<file path="src/char_lcd_command_sequencer_assert.svh">
// assertion helpers for the lcd command sequencer
`ifndef CHAR_LCD_COMMAND_SEQUENCER_ASSERT_SVH
`define CHAR_LCD_COMMAND_SEQUENCER_ASSERT_SVH

// same-cycle implication, held off during reset
`define LCDSEQ_ASSERT_IMPLIES(label, clk, rstn, ante, cons, msg) \
    label: assert property (@(posedge clk) disable iff (!(rstn)) (ante) |-> (cons)) \
        else $error(msg);

// next-cycle implication, held off during reset
`define LCDSEQ_ASSERT_NEXT(label, clk, rstn, ante, cons, msg) \
    label: assert property (@(posedge clk) disable iff (!(rstn)) (ante) |=> (cons)) \
        else $error(msg);

`endif

</file>
<file path="src/lcdseq_pkg.sv">
`timescale 1ns / 1ps
`default_nettype none

package lcdseq_pkg;

    typedef enum logic [2:0] {
        OP_INIT        = 3'd0,
        OP_CLEAR       = 3'd1,
        OP_SET_CURSOR  = 3'd2,
        OP_WRITE_DATA  = 3'd3,
        OP_LOAD_GLYPH  = 3'd4
    } opcode_t;

    localparam int GLYPH_ROWS  = 8;
    localparam int GLYPH_SLOTS = 8;
    localparam int PIXEL_W     = 5;
    localparam int STEP_W      = 4;
    localparam int INIT_LEN    = 8;

    localparam logic [STEP_W-1:0] STEP_FIRST      = '0;
    localparam logic [STEP_W-1:0] INIT_LAST_STEP  = STEP_W'(INIT_LEN - 1);
    localparam logic [STEP_W-1:0] GLYPH_LAST_STEP = STEP_W'(GLYPH_ROWS + 1);

    localparam logic [7:0] CMD_FUNCTION_SET = 8'h38;
    localparam logic [7:0] CMD_DISPLAY_OFF  = 8'h08;
    localparam logic [7:0] CMD_CLEAR        = 8'h01;
    localparam logic [7:0] CMD_ENTRY_MODE   = 8'h06;
    localparam logic [7:0] CMD_DISPLAY_ON   = 8'h0C;
    localparam logic [7:0] CMD_LINE1_BASE   = 8'h80;
    localparam logic [7:0] CMD_LINE2_BASE   = 8'hC0;
    localparam logic [7:0] CMD_CGRAM_BASE   = 8'h40;

    localparam logic [1:0] ROW_LINE1 = 2'd1;
    localparam logic [1:0] ROW_LINE2 = 2'd2;

    localparam logic RS_COMMAND = 1'b0;
    localparam logic RS_DATA    = 1'b1;

    typedef struct packed {
        logic [2:0]                     opcode;
        logic [5:0]                     column;
        logic [1:0]                     row;
        logic [7:0]                     char_code;
        logic [3:0]                     glyph_index;
        logic [GLYPH_ROWS*PIXEL_W-1:0]  glyph_bitmap;
    } item_t;

    typedef struct packed {
        logic       reg_select;
        logic [7:0] bus_byte;
        logic [3:0] wait_before_ms;
        logic [2:0] wait_after_ms;
        logic       write_valid;
        logic       last;
    } result_t;

    function automatic result_t init_write(input logic [2:0] idx);
        result_t r;
        r = '0;
        r.reg_select    = RS_COMMAND;
        r.write_valid   = 1'b1;
        r.wait_after_ms = 3'd1;
        unique case (idx)
            3'd0: begin
                r.bus_byte       = CMD_FUNCTION_SET;
                r.wait_before_ms = 4'd15;
                r.wait_after_ms  = 3'd5;
            end
            3'd1, 3'd2, 3'd3: r.bus_byte = CMD_FUNCTION_SET;
            3'd4: r.bus_byte = CMD_DISPLAY_OFF;
            3'd5: begin
                r.bus_byte      = CMD_CLEAR;
                r.wait_after_ms = 3'd2;
            end
            3'd6: r.bus_byte = CMD_ENTRY_MODE;
            default: r.bus_byte = CMD_DISPLAY_ON;
        endcase
        return r;
    endfunction

endpackage

`default_nettype wire

</file>
<file path="src/lcdseq_expand.sv">
`timescale 1ns / 1ps
`default_nettype none

module lcdseq_expand (
    input  lcdseq_pkg::item_t               item,
    input  logic [lcdseq_pkg::STEP_W-1:0]   step,
    output lcdseq_pkg::result_t             res
);
    import lcdseq_pkg::*;

    logic [PIXEL_W-1:0] glyph_rows [GLYPH_ROWS];
    logic [STEP_W-1:0]  step_m1;
    result_t            rejected;

    always_comb begin
        for (int i = 0; i < GLYPH_ROWS; i++) begin
            glyph_rows[i] = item.glyph_bitmap[i*PIXEL_W +: PIXEL_W];
        end
    end

    assign step_m1 = step - STEP_W'(1);

    always_comb begin
        rejected      = '0;
        rejected.last = 1'b1;
    end

    always_comb begin
        res = rejected;
        unique case (opcode_t'(item.opcode))
            OP_INIT: begin
                res      = init_write(step[2:0]);
                res.last = (step == INIT_LAST_STEP);
            end
            OP_CLEAR: begin
                res               = '0;
                res.bus_byte      = CMD_CLEAR;
                res.wait_after_ms = 3'd2;
                res.write_valid   = 1'b1;
                res.last          = 1'b1;
            end
            OP_SET_CURSOR: begin
                if (item.row == ROW_LINE1 || item.row == ROW_LINE2) begin
                    res             = '0;
                    res.write_valid = 1'b1;
                    res.last        = 1'b1;
                    res.bus_byte    = ((item.row == ROW_LINE1) ? CMD_LINE1_BASE
                                                               : CMD_LINE2_BASE)
                                      + {2'b00, item.column};
                end
            end
            OP_WRITE_DATA: begin
                res             = '0;
                res.reg_select  = RS_DATA;
                res.bus_byte    = item.char_code;
                res.write_valid = 1'b1;
                res.last        = 1'b1;
            end
            OP_LOAD_GLYPH: begin
                if (item.glyph_index < 4'(GLYPH_SLOTS)) begin
                    res             = '0;
                    res.write_valid = 1'b1;
                    priority if (step == STEP_FIRST) begin
                        res.bus_byte = CMD_CGRAM_BASE | {2'b00, item.glyph_index[2:0], 3'b000};
                    end else if (step == GLYPH_LAST_STEP) begin
                        res.bus_byte = CMD_LINE1_BASE;
                        res.last     = 1'b1;
                    end else begin
                        res.reg_select = RS_DATA;
                        res.bus_byte   = {3'b000, glyph_rows[step_m1[2:0]]};
                    end
                end
            end
            default: res = rejected;
        endcase
    end

endmodule

`default_nettype wire

</file>
<file path="src/lcdseq_item_stage.sv">
`timescale 1ns / 1ps
`default_nettype none

module lcdseq_item_stage (
    input  logic                            aclk,
    input  logic                            aresetn,
    input  logic                            s_tvalid,
    output logic                            s_tready,
    input  lcdseq_pkg::item_t               s_item,
    input  logic                            advance,
    input  logic                            step_last,
    output lcdseq_pkg::item_t               item,
    output logic [lcdseq_pkg::STEP_W-1:0]   step,
    output logic                            busy
);
    import lcdseq_pkg::*;

    item_t             item_reg;
    logic [STEP_W-1:0] step_reg, step_next;
    logic              busy_reg, busy_next;
    logic              take;
    logic              done;

    assign done     = advance && step_last;
    assign s_tready = !busy_reg || done;
    assign take     = s_tvalid && s_tready;

    always_comb begin
        busy_next = busy_reg;
        step_next = step_reg;
        priority if (take) begin
            busy_next = 1'b1;
            step_next = STEP_FIRST;
        end else if (done) begin
            busy_next = 1'b0;
        end else if (advance) begin
            step_next = step_reg + STEP_W'(1);
        end
    end

    always_ff @(posedge aclk) begin
        if (!aresetn) begin
            busy_reg <= 1'b0;
            step_reg <= STEP_FIRST;
        end else begin
            busy_reg <= busy_next;
            step_reg <= step_next;
        end
    end

    always_ff @(posedge aclk) begin
        if (take) begin
            item_reg <= s_item;
        end
    end

    assign item = item_reg;
    assign step = step_reg;
    assign busy = busy_reg;

endmodule

`default_nettype wire

</file>
<file path="src/char_lcd_command_sequencer.sv">
`timescale 1ns / 1ps
`default_nettype none
// channel   direction  payload
// s_        in         one request: opcode in tuser, operands in tdata
// m_        out        one bus write per beat, tlast on the request's final write
//
// one result beat per cycle unless m_tready stalls; a request gives 1 to 10 beats (init 8, glyph 10, others 1)
// set by the step counter walking the held request through the expander
// a new request is taken in the cycle the previous one's final beat moves to the output
// aresetn (sync, active low) clears the hold and output valid flags
// m_tready low stalls the output register and, through it, the step counter

module char_lcd_command_sequencer (
    input  logic        aclk,
    input  logic        aresetn,
    input  logic        s_tvalid,
    output logic        s_tready,
    input  logic [63:0] s_tdata,   // column[5:0], row[7:6], char_code[15:8],
                                   // glyph_index[19:16], glyph_bitmap[59:20], zero pad
    input  logic [2:0]  s_tuser,   // opcode[2:0]
    output logic        m_tvalid,
    input  logic        m_tready,
    output logic [15:0] m_tdata,   // bus_byte[7:0], wait_before_ms[11:8],
                                   // wait_after_ms[14:12], zero pad
    output logic [1:0]  m_tuser,   // reg_select[0], write_valid[1]
    output logic        m_tlast    // last
);
    import lcdseq_pkg::*;

    item_t             s_item;
    item_t             item;
    logic [STEP_W-1:0] step;
    logic              busy;
    logic              advance;
    result_t           gen_res;
    result_t           out_reg;
    logic              m_valid_reg, m_valid_next;

    always_comb begin
        s_item.opcode       = s_tuser;
        s_item.column       = s_tdata[5:0];
        s_item.row          = s_tdata[7:6];
        s_item.char_code    = s_tdata[15:8];
        s_item.glyph_index  = s_tdata[19:16];
        s_item.glyph_bitmap = s_tdata[59:20];
    end

    assign advance = busy && (!m_valid_reg || m_tready);

    lcdseq_item_stage u_item_stage (
        .aclk      (aclk),
        .aresetn   (aresetn),
        .s_tvalid  (s_tvalid),
        .s_tready  (s_tready),
        .s_item    (s_item),
        .advance   (advance),
        .step_last (gen_res.last),
        .item      (item),
        .step      (step),
        .busy      (busy)
    );

    lcdseq_expand u_expand (
        .item (item),
        .step (step),
        .res  (gen_res)
    );

    always_comb begin
        m_valid_next = m_valid_reg;
        priority if (advance) begin
            m_valid_next = 1'b1;
        end else if (m_tready) begin
            m_valid_next = 1'b0;
        end
    end

    always_ff @(posedge aclk) begin
        if (!aresetn) begin
            m_valid_reg <= 1'b0;
        end else begin
            m_valid_reg <= m_valid_next;
        end
    end

    always_ff @(posedge aclk) begin
        if (advance) begin
            out_reg <= gen_res;
        end
    end

    assign m_tvalid = m_valid_reg;
    assign m_tdata  = {1'b0, out_reg.wait_after_ms, out_reg.wait_before_ms, out_reg.bus_byte};
    assign m_tuser  = {out_reg.write_valid, out_reg.reg_select};
    assign m_tlast  = out_reg.last;

`include "char_lcd_command_sequencer_assert.svh"

    `LCDSEQ_ASSERT_IMPLIES(a_step_range, aclk, aresetn, 1'b1, step <= GLYPH_LAST_STEP, "step counter out of range")
    `LCDSEQ_ASSERT_IMPLIES(a_reject_clean, aclk, aresetn, m_tvalid && !m_tuser[1], m_tlast && m_tdata == 16'd0 && !m_tuser[0], "rejected beat not clean")
    `LCDSEQ_ASSERT_IMPLIES(a_no_take_mid_request, aclk, aresetn, busy && !gen_res.last, !s_tready, "new request taken mid sequence")
    `LCDSEQ_ASSERT_NEXT(a_request_continues, aclk, aresetn, m_tvalid && m_tready && !m_tlast, m_tvalid, "gap inside a request")

endmodule

`default_nettype wire

</file>
<file path="config.mk">
export PLATFORM = sky130hd
export DESIGN_NAME = char_lcd_command_sequencer
export DESIGN_NICKNAME = d
export VERILOG_FILES = /design/src/lcdseq_pkg.sv /design/src/lcdseq_expand.sv /design/src/lcdseq_item_stage.sv /design/src/char_lcd_command_sequencer.sv
export VERILOG_INCLUDE_DIRS = /design/src /design/src/src
export SDC_FILE = /design/constraint.sdc
export NUM_CORES = 1
export LEC_CHECK = 0
export BUFFER_PORTS_ARGS = -buffer_cell sky130_fd_sc_hd__buf_4
export CAP_MARGIN = 20
export CORE_ASPECT_RATIO = 0.9
export CORE_MARGIN = 10
export CORE_UTILIZATION = 45
export DETAILED_ROUTE_END_ITERATION = 7
export GPL_ROUTABILITY_DRIVEN = 0
export PLACE_DENSITY = 0.76
export SYNTH_ARGS = -nofsm -noshare
export SYNTH_HDL_FRONTEND = slang
export SYNTH_SLANG_ARGS = --single-unit
</file>
<file path="constraint.sdc">
create_clock -name aclk -period 4.2 [get_ports aclk]
set_clock_uncertainty 0.1 [all_clocks]
set_input_delay 0.21 -clock aclk [delete_from_list [all_inputs] [get_ports aclk]]
set_output_delay 0.21 -clock aclk [all_outputs]
set_load 0.1 [all_outputs]
</file>
* Yosys cells after proc, flatten, opt, wreduce, memory -nomap -nowiden
Cells that the tools add are included.
** Storage, ports and cells
- Flip-flop bits (word level) :: 87
- Input bits :: 71
- Output and inout bits :: 21
- Word-level logic and storage cells :: 73
** Operators by class
- $add $sub $neg :: 3
- $lt $le $gt $ge :: 2
- Eq/ne operators :: 14
- Mux-type cells :: 20
- Bitwise gates (word level) :: 3
- Reductions and logical operators :: 16
** Operator list (count)
- $pmux W18 S5 :: 1
- $pmux W6 S4 :: 1
- $mux W18 :: 1
- $mux W17 :: 1
- $mux W8 :: 2
- $bmux W5 S3 :: 1
- $eq A3 B2 Y1 const B :: 4
- $eq A3 B3 Y1 const B :: 4
- $mux W5 :: 2
- $add A8 B6 Y8 :: 1
- $mux W1 :: 8
- $mux W7 :: 1
- $eq A3 B1 Y1 const B :: 2
- $logic_not A3 Y1 :: 2
- $pmux W3 S2 :: 1
- $add A4 B1 Y4 const B :: 1
- $eq A4 B3 Y1 const B :: 1
- $eq A4 B4 Y1 const B :: 1
- $ge A4 B4 Y1 const B :: 1
- $logic_not A4 Y1 :: 1
- $lt A4 B4 Y1 const B :: 1
- $mux W4 :: 1
- $not A3 Y4 :: 1
- $reduce_bool A2 Y1 :: 2
- 10 further kinds :: 16

* Longest topological paths before layout
Gate-level depths: netlist of run 1.
- Word-level depth :: 13
- Gate-level depth with buffers :: 10
- Depth with buffers taken out :: 7

* Modules after synthesis
From an unflattened synthesis of run 1, not the netlist that was laid out.
** Unflattened totals
- Cell total of the unflattened synthesis :: 230
- Area total of the unflattened synthesis :: 3631.0 um2
** Modules (own cells, without submodules)
- lcdseq_item_stage :: instances 1, cells an instance 88, area each 2128.3 um2, seq. area each 1991.9 um2
- lcdseq_expand :: instances 1, cells an instance 118, area each 903.4 um2, seq. area each 0.0 um2
- char_lcd_command_sequencer :: instances 1, cells an instance 24, area each 599.3 um2, seq. area each 560.5 um2

* Worst setup path before layout of run 1
Ideal clock, no wire load.
- Path kind :: reg2reg
- Start :: register u_item_stage.step_reg[1], in the netlist u_item_stage.step[1]
- End :: register u_item_stage.item_reg (netlist bit u_item_stage.item[0]), enable pin
- Setup time :: 0.427 ns
- Arrival :: 3.124 ns
- Required time :: 3.673 ns
- Setup slack :: 0.548 ns
- Stages on the path, launching flop included :: 9
- Buffers on the path :: 1
- Clock period less this slack :: 3.652 ns
- Cells stage by stage :: dfxtp_1 inv_1 ha_1 buf_2 and4b_1 nor3_4 inv_2 a21o_2 and2_1
** RTL lines
- start: declaration :: line lcdseq_item_stage.sv:19 : logic [STEP_W-1:0] step_reg, step_next;
- start signal: assignment :: line lcdseq_item_stage.sv:47 : step_reg <= step_next;
- end signal: assignment :: line lcdseq_item_stage.sv:53 : item_reg <= s_item;
- end: declaration :: line lcdseq_item_stage.sv:18 : item_t item_reg;

==> summary.txt, run 1 <==
Run status
  – Outcome: complete, no violations

Layout
  – Register Area: around 2500 um^2
  – Syn-to-layout area delta: 44.5%
  – Layout cells sized above 1: 0.323
  – Fillers: about 500
  – # diodes: 0
  – Final net count: between 400 and 500
  – Final core occ: 0.673
  – Flip-flop count of the largest register after layout: 63
  – Area of the multi-input gates: ~940 um^2

Floorplanning
  – # IOs: approximately 90
  – Initial Util: 0.466
  – Die X: roughly 110 um
  – Die Height: about 100 um
  – Die ar.: ~12,000 um^2
  – Row cnt: 30
  – Core area: between 7000 and 8000 um^2

Critical path
  – CP endpoint: u_item_stage.item[7]$_DFFE_PP_
  – WP data required: between 4 and 5 ns
  – R2R setup slack: 1.17 ns
  – Reg2reg path depth: 7
  – Critical path data arrival time: about 3 ns
  – Reg-to-Reg Start: u_item_stage.step[0]$_SDFFE_PP0P_
  – Critical path class: reg -> reg
  – Crit. End Element: register
  – CP Launch Point: u_item_stage.step[0]$_SDFFE_PP0P_
  – Crit start category: register
  – Worst r2r dst: u_item_stage.item[7]$_DFFE_PP_
  – CP Max Fanout: 46

STA
  – Hold Fails Final Rpt: 0
  – Worst Tran Pin Value: 0.712 ns
  – Endpoints failing setup: 0
  – RSZ-0062 raised after global routing: false
  – Worst Hold Slack: about 0.025 ns
  – Tcrit/Tclk final: 0.722
  – Slew headroom: 0.525
  – Post-Route Setup TNS: 0 ns
  – Post-layout minimum cycle time: approximately 3.0 ns
  – Max frequency: roughly 330 MHz
  – Final count of pins violating max slew: 0

Synthesis
  – YS warnings: 0
  – Flops & latches, synth: 84
  – Share of synthesized registers carrying an async set or reset: 0
  – Syn Area/Cell: approximately 16 um^2
  – Top FF cell, synth: edfxtp_1
  – EDFF count, synth: 78
  – Seq/Total Area, Yosys: 0.697
  – Post-Synthesis Cells: about 220
  – Distinct cell type count after synthesis: 46
  – Syn Nets: 297
  – Mapped Area: around 3500 um^2

Drt
  – Antenna Nets Post-Route: 0
  – Final WL: a little under 9 mm
  – Vias/cell: about 5.2
  – Vias: roughly 2,400
  – Pre-antenna DRT Iters: 4
  – DR WL/cell: between 15 and 20 um
  – DRC: 0
  – Initial DRC count: between 100 and 150

Power
  – Pwr dens: between 300 and 400 nW/um^2
  – Tot Pwr: between 0.0015 and 0.002 W
  – Maximum VDD drop: approximately 0.33 mV
  – Leak pwr: 1.99 nW

Clock network
  – Clock Latency Late Sink: about 0.36 ns
  – Max Root-Sink Buffers: 2
  – Post-CTS resize count: 0
  – Reg clk slew, reported paths: 0.08 ns
  – Inserted Clock Buffers: 9
  – Hold-fix buffers, CTS: 63
  – CTS tree: done
  – CTS Sinks: 84
  – Post-CTS Setup Inserts: 0
  – Root buffer cell: clkbuf_8
  – CTS H-tree lvls: 3

Global routing
  – Met3 Usage GRT: 0.0611
  – GRT Max-Usage Layer: met2
  – Grt total ovfl: 0
  – GRT met1 Usage: 0.169
  – Gr usage total: 0.149
  – Grt met2 use: 0.249
  – Initial antenna violation count: 0
  – Largest net degree at the start of global routing: 47
  – Vias in the first global route: 2,708
  – First-pass GRT wire length: 14.0 mm

Min path
  – Hold Crit Class: in -> reg

Placement
  – PortBufs: 86
  – Hpwl dp: 5.50 mm

Flow run
  – Maxcap violations: 0
layout by cell type (no fill, tap or decap), types with 2 or more instances in the layout:
master         count
clkinv_4           2
mux2i_1           10
a211o_1            3
a21boi_0           2
inv_1             10
buf_4             88
a22oi_1            3
nand3_1            7
nor3b_1            2
nand2_1            4
o21ai_0            7
nand3b_1           2
nor2_1             8
dfxtp_1            6
nor3_1             4
o221ai_1           2
bufinv_16          3
o21bai_1           2
ha_1               7
clkbuf_8           9
a21oi_1           11
nand4_1            2
nand2b_1           2
edfxtp_1          78
dlygate4sd3_1     63
mux4_2            10
where the power goes:
part,leakage [nW],internal [W],switching [W]
clock,0.120,0.000399,0.000303
combinational,1.06,0.000118,0.000156
sequential,0.802,0.000972,0.0000214
critical path, stage by stage, from the launching register on:
cell     delay, ns
dfxtp_1       0.52
ha_1          0.40
and4b_1       0.30
nor3_4        0.08
inv_2         0.09
a21o_2        0.14
and2_2        0.43
buf_4         0.58
area by class of cell:
class,count,area share
well taps,96,0.0235
clock inverters,7,0.0243
flip-flops and latches,84,0.482
clock buffers,9,0.0243
multi-input cells,109,0.184
repair buffers,151,0.253
inverters,11,0.00809
metal layers:
layer,part of all wire,up-vias
li1,-,1145
met1,0.37,1155
met2,0.53,106
met3,0.085,11
met4,0.014,0
met5,0,-
kinds of logic (layout without fill, tap and decap cells):
logic type / after synthesis / after routing / share of synthesized area
xor gates and xnor gates: 1 / 1 / 0.00248
adders and majority gates: 7 / 7 / 0.0248
AOI/OAI and AO/OA: 40 / 40 / 0.0769
DFF: 84 / 84 / 0.697
other: 1 / 1 / 0.00106
buffers and inverters: 26 / 178 / 0.0368
and+or+nand+nor: 40 / 40 / 0.0687
muxes: 20 / 20 / 0.0921
per-stage QoR:
stage | cell area [um^2] | instances | worst slack, ns
floorplan | 3530 | 219 | 0.548
global placement | 4230 | 388 | 1.30
detailed placement | 4230 | 388 | 1.17
CTS | 5100 | 467 | 1.15
global route | 5100 | 467 | 0.992
finish | 5100 | 467 | 1.17
synthesized netlist by cell type (2+ instances only):
cell type,instances,area [um^2]
a22oi_1,3,22.5
nand3_1,7,35.0
a211o_1,3,26.3
o21ai_0,7,35.0
o21bai_1,2,15.0
mux4_2,10,225
a21boi_0,2,15.0
nand2_1,4,15.0
edfxtp_1,78,2340
buf_2,5,25.0
nand2b_1,2,12.5
a21oi_1,11,55.1
dfxtp_1,6,120
inv_1,10,37.5
nor3b_1,2,15.0
nand3b_1,2,15.0
buf_4,5,37.5
nand4_1,2,12.5
mux2i_1,10,100
and2_1,2,12.5
clkbuf_1,4,15.0
o221ai_1,2,17.5
nor3_1,4,20.0
ha_1,7,87.6
nor2_1,8,30.0
how the worst min path moves through the flow:
stage / from / end / slack [ns] / depth (start not counted)
finish: aresetn / u_item_stage.busy$_SDFFE_PN0P_ / 0.03 / 2
global route: aresetn / m_tvalid$_SDFFE_PN0P_ / 0.01 / 2
CTS: aresetn / m_tvalid$_SDFFE_PN0P_ / 0.01 / 2
detailed placement: s_tdata[23] / u_item_stage.item[3]$_DFFE_PP_ / 0.29 / 1
global placement: s_tdata[45] / u_item_stage.item[25]$_DFFE_PP_ / 0.29 / 1
floorplan: s_tdata[20] / u_item_stage.item[0]$_DFFE_PP_ / 0.21 / 0
No activity file was read; power rests on OpenSTA's default activity.
==> run 2: changes to the inputs <==
--- a/config.mk
+++ b/config.mk
@@ -6,6 +6,7 @@
 export SDC_FILE = /design/constraint.sdc
 export NUM_CORES = 1
 export LEC_CHECK = 0
+export ABC_AREA = 1
 export BUFFER_PORTS_ARGS = -buffer_cell sky130_fd_sc_hd__buf_4
 export CAP_MARGIN = 20
 export CORE_ASPECT_RATIO = 0.9
==> constraint.sdc (replaced) <==
create_clock -name aclk -period 3 [get_ports aclk]
set_clock_uncertainty 0.1 [all_clocks]
set_input_delay 0.15 -clock aclk [delete_from_list [all_inputs] [get_ports aclk]]
set_output_delay 0.15 -clock aclk [all_outputs]
set_load 0.1 [all_outputs]
==> summary.txt, run 2 <==
Synthesis
  – Yosys top cell by area: edfxtp_1
  – Distinct cell type count after synthesis: 33 (-28%)
  – Mapped Area: 3580 um^2 (+1.3%)
  – Share of synthesized registers carrying an async set or reset: 0 (unchanged)
  – Post-Synthesis Cells: 290 (+32%)
  – Ranking of synthesized cells by area: edfxtp_1 65%, nor2_1 4.1%, o21ai_0 4.1%, dfxtp_1 3.4%, nand2_1 3.1%
  – Synth top cells by count: 78 x edfxtp_1, 39 x nor2_1, 30 x nand2_1, 29 x o21ai_0, 24 x inv_1
  – Seq/Total Area, Yosys: 0.688 (-0.00926)
  – YS warnings: 0 (unchanged)
  – Syn Nets: 368 (+24%)
  – Top FF cell, synth: edfxtp_1
  – Yosys top cell area share: 0.654 (-0.00881)
  – Flops & latches, synth: 84 (unchanged)
  – Most numerous cell in the Yosys netlist: edfxtp_1
  – Syn Area/Cell: 12.3 um^2 (-23%)
  – EDFF count, synth: 78 (unchanged)

Placement
  – Worst slack at placement: 0.652 ns (-0.519 ns)
  – Post-Place Cells: 464 (+20%)
  – PortBufs: 86 (unchanged)
  – Hpwl dp: 5.53 mm (+0.53%)
  – Dpl cell area: 4320 um^2 (+2.2%)

Drt
  – Initial DRC count: 130 (-12%)
  – Antenna Nets Post-Route: 0 (unchanged)
  – DR WL/cell: 16.0 um (-14%)
  – Vias: 2,661 (+10%)
  – Pre-antenna DRT Iters: 4 (unchanged)
  – Final WL: 8.70 mm (+0.67%)
  – DRC: 0 (unchanged)
  – Vias/cell: 4.88 (-5.7%)

STA
  – Worst Tran Pin Value: 0.674 ns (-0.0376 ns)
  – Post-layout minimum cycle time: 2.37 ns (-0.665 ns)
  – Final count of pins violating max slew: 0 (unchanged)
  – RSZ-0062 raised after global routing: false
  – Final worst slack: 0.634 ns (-0.535 ns)
  – Tcrit/Tclk final: 0.789 (+0.0669)
  – Endpoints failing setup: 0 (unchanged)
  – Hold Fails Final Rpt: 0 (unchanged)
  – Post-Route Setup TNS: 0 ns (unchanged)
  – Slew headroom: 0.551 (+0.0256)
  – Max frequency: 423 MHz (+28%)

Power
  – Maximum VDD drop: 0.344 mV (+5.6%)
  – Pwr dens: 475 nW/um^2 (+23%)
  – Leak pwr: 2.11 nW (+6.2%)

Clock network
  – CTS Sinks: 84 (unchanged)
  – Post-CTS Setup Inserts: 0 (unchanged)
  – Hold-fix buffers, CTS: 65 (+3.2%)
  – CTS tree: done
  – Clock Latency Late Sink: 0.35 ns (about the same)
  – Inserted Clock Buffers: 9 (unchanged)
  – Root buffer cell: clkbuf_8
  – Max Root-Sink Buffers: 2 (unchanged)
  – Post-CTS resize count: 0 (unchanged)
  – Reg clk slew, reported paths: 0.09 ns (about the same)
  – CTS H-tree lvls: 3 (unchanged)

Global routing
  – First-pass GRT wire length: 14.4 mm (+2.6%)
  – Largest net degree at the start of global routing: 64 (+36%)
  – Vias in the first global route: 2,937 (+8.5%)
  – Initial antenna violation count: 0 (unchanged)
  – Grt total ovfl: 0 (unchanged)
  – Gr usage total: 0.148 (-0.00126)

Critical path
  – WP buf/inv: 2 (unchanged)
  – CP Max Fanout: 23 (-50%)
  – Critical path class: reg -> reg
  – Critical Path Slowest Stage Cell: ha_1
  – CP max stage delay: 0.75 ns (+0.17 ns)
  – Critical Path, Cell by Cell: inv_1, buf_4, ha_1, o21ai_0, o211ai_1, o211ai_1, nand2_1
  – Critical path data arrival time: 2.50 ns (-0.43 ns)
  – R2R setup slack: 0.63 ns (-0.53 ns)
  – Crit start category: register
  – Most used cell, CP: o211ai_1
  – Crit. End Element: register
  – WP data required: 3.13 ns (-0.97 ns)
  – Crit-path leading delay family: adder cells

Floorplanning
  – Row cnt: 30 (unchanged)
  – Die Height: 105 um (+0.54%)
  – Core area: 7660 um^2 (+0.99%)
  – Die X: 114 um (+0.55%)
  – Die ar.: 11,900 um^2 (+1.1%)
  – # IOs: 92 (unchanged)
  – Initial Util: 0.467 (+0.00164)

Flow run
  – Maxcap violations: 0 (unchanged)

Layout
  – Final std cells w/o fill: 545 (+17%)
  – Final core occ: 0.672 (-0.00153)
  – Layout cells sized above 1: 0.287 (-0.0361)
  – # diodes: 0 (unchanged)
  – Final net count: 522 (+18%)
  – Most frequent cells in the layout: 88 x buf_4, 78 x edfxtp_1, 65 x dlygate4sd3_1
  – Flip-flop count of the largest register after layout: 63 (unchanged)
  – Most common cell after layout, fill and taps aside: buf_4
  – Syn-to-layout area delta: 43.7%
  – Post-route cell area: 5140 um^2 (+0.76%)

Min path
  – Hold Crit Class: in -> reg

Run status
  – Outcome: complete, no violations
==> run 2: cell count changes after synthesis, sizes merged, moves of 3 or more <==
| cell | change |
|---|---|
| nand3 | +7 |
| o21ai | +24 |
| mux4 | -10 |
| a211o | -3 |
| o211ai | +8 |
| nor2 | +39 |
| inv | +15 |
| nor3 | -4 |
| mux2i | -10 |
| buf | -3 |
| nand2 | +35 |
==> run 2: final cells by class <==
class / instances / area, um^2
clock buffers: 9 / 124
clock inverters: 7 / 50.0
fillers: 542 / 2510
inverters: 26 / 104
multi-input cells: 169 / 950
flip-flops and latches: 84 / 2460
well taps: 96 / 120
repair buffers: 154 / 1330
==> run 2: final timing paths <==
kind                                                   startpoint                        endpoint  depth (start not counted)
worst max register to register  u_item_stage.step[0]$_SDFFE_PP0P_            m_tdata[2]$_DFFE_PP_                          7
worst max-delay path            u_item_stage.step[0]$_SDFFE_PP0P_            m_tdata[2]$_DFFE_PP_                          7
worst min-delay path                                     m_tready           m_tvalid$_SDFFE_PN0P_                          4
worst min register to register     u_item_stage.busy$_SDFFE_PN0P_  u_item_stage.busy$_SDFFE_PN0P_                          2
==> run 2: logic make-up after synthesis <==
| kind of cell | after synthesis | share of synthesized area |
|---|---|---|
| AND/OR/NAND/NOR | 107 | 0.146 |
| flip-flops | 84 | 0.688 |
| AO/OA/AOI/OAI | 52 | 0.0835 |
| buffers and inverters | 37 | 0.0468 |
| adder cells (fa/ha/maj) | 7 | 0.0245 |
| XOR/XNOR | 2 | 0.0101 |
| other | 1 | 0.00105 |
==> run 2: through the flow <==
| step | hold slack [ns] | total power [W] |
|---|---|---|
| after floorplan | 0.149 | 0.00157 |
| after global placement | 0.229 | 0.00167 |
| after detailed placement | 0.229 | 0.00168 |
| after CTS | 0.0103 | 0.00246 |
| after global routing | 0.0484 | 0.00255 |
| final | 0.0198 | 0.00244 |
==> run 2: worst reg2reg max path, cell delays in order (launching register included) <==
cell and delay [ns]:
dfxtp_1 0.47, inv_1 0.07, buf_4 0.21, ha_1 0.75, o21ai_0 0.24, o211ai_1 0.22, o211ai_1 0.11, nand2_1 0.07
==> run 2: per-layer routing <==
layer,global-route usage,share of wire,vias to the layer above,routed length (um)
met5,0,0,-,0
met3,0.0480,0.080,18,696
met2,0.254,0.50,102,4350
met1,0.167,0.40,1225,3470
li1,-,-,1316,-
met4,0.0546,0.020,0,178
==> run 2: where the power goes <==
part	total, W	internal (W)	leakage (nW)	switching, W
clock network	0.000718	0.000305	0.0841	0.000413
logic	0.000347	0.000152	1.21	0.000194
registers	0.00138	0.00136	0.815	0.0000207
total	0.00244	0.00181	2.11	0.000628
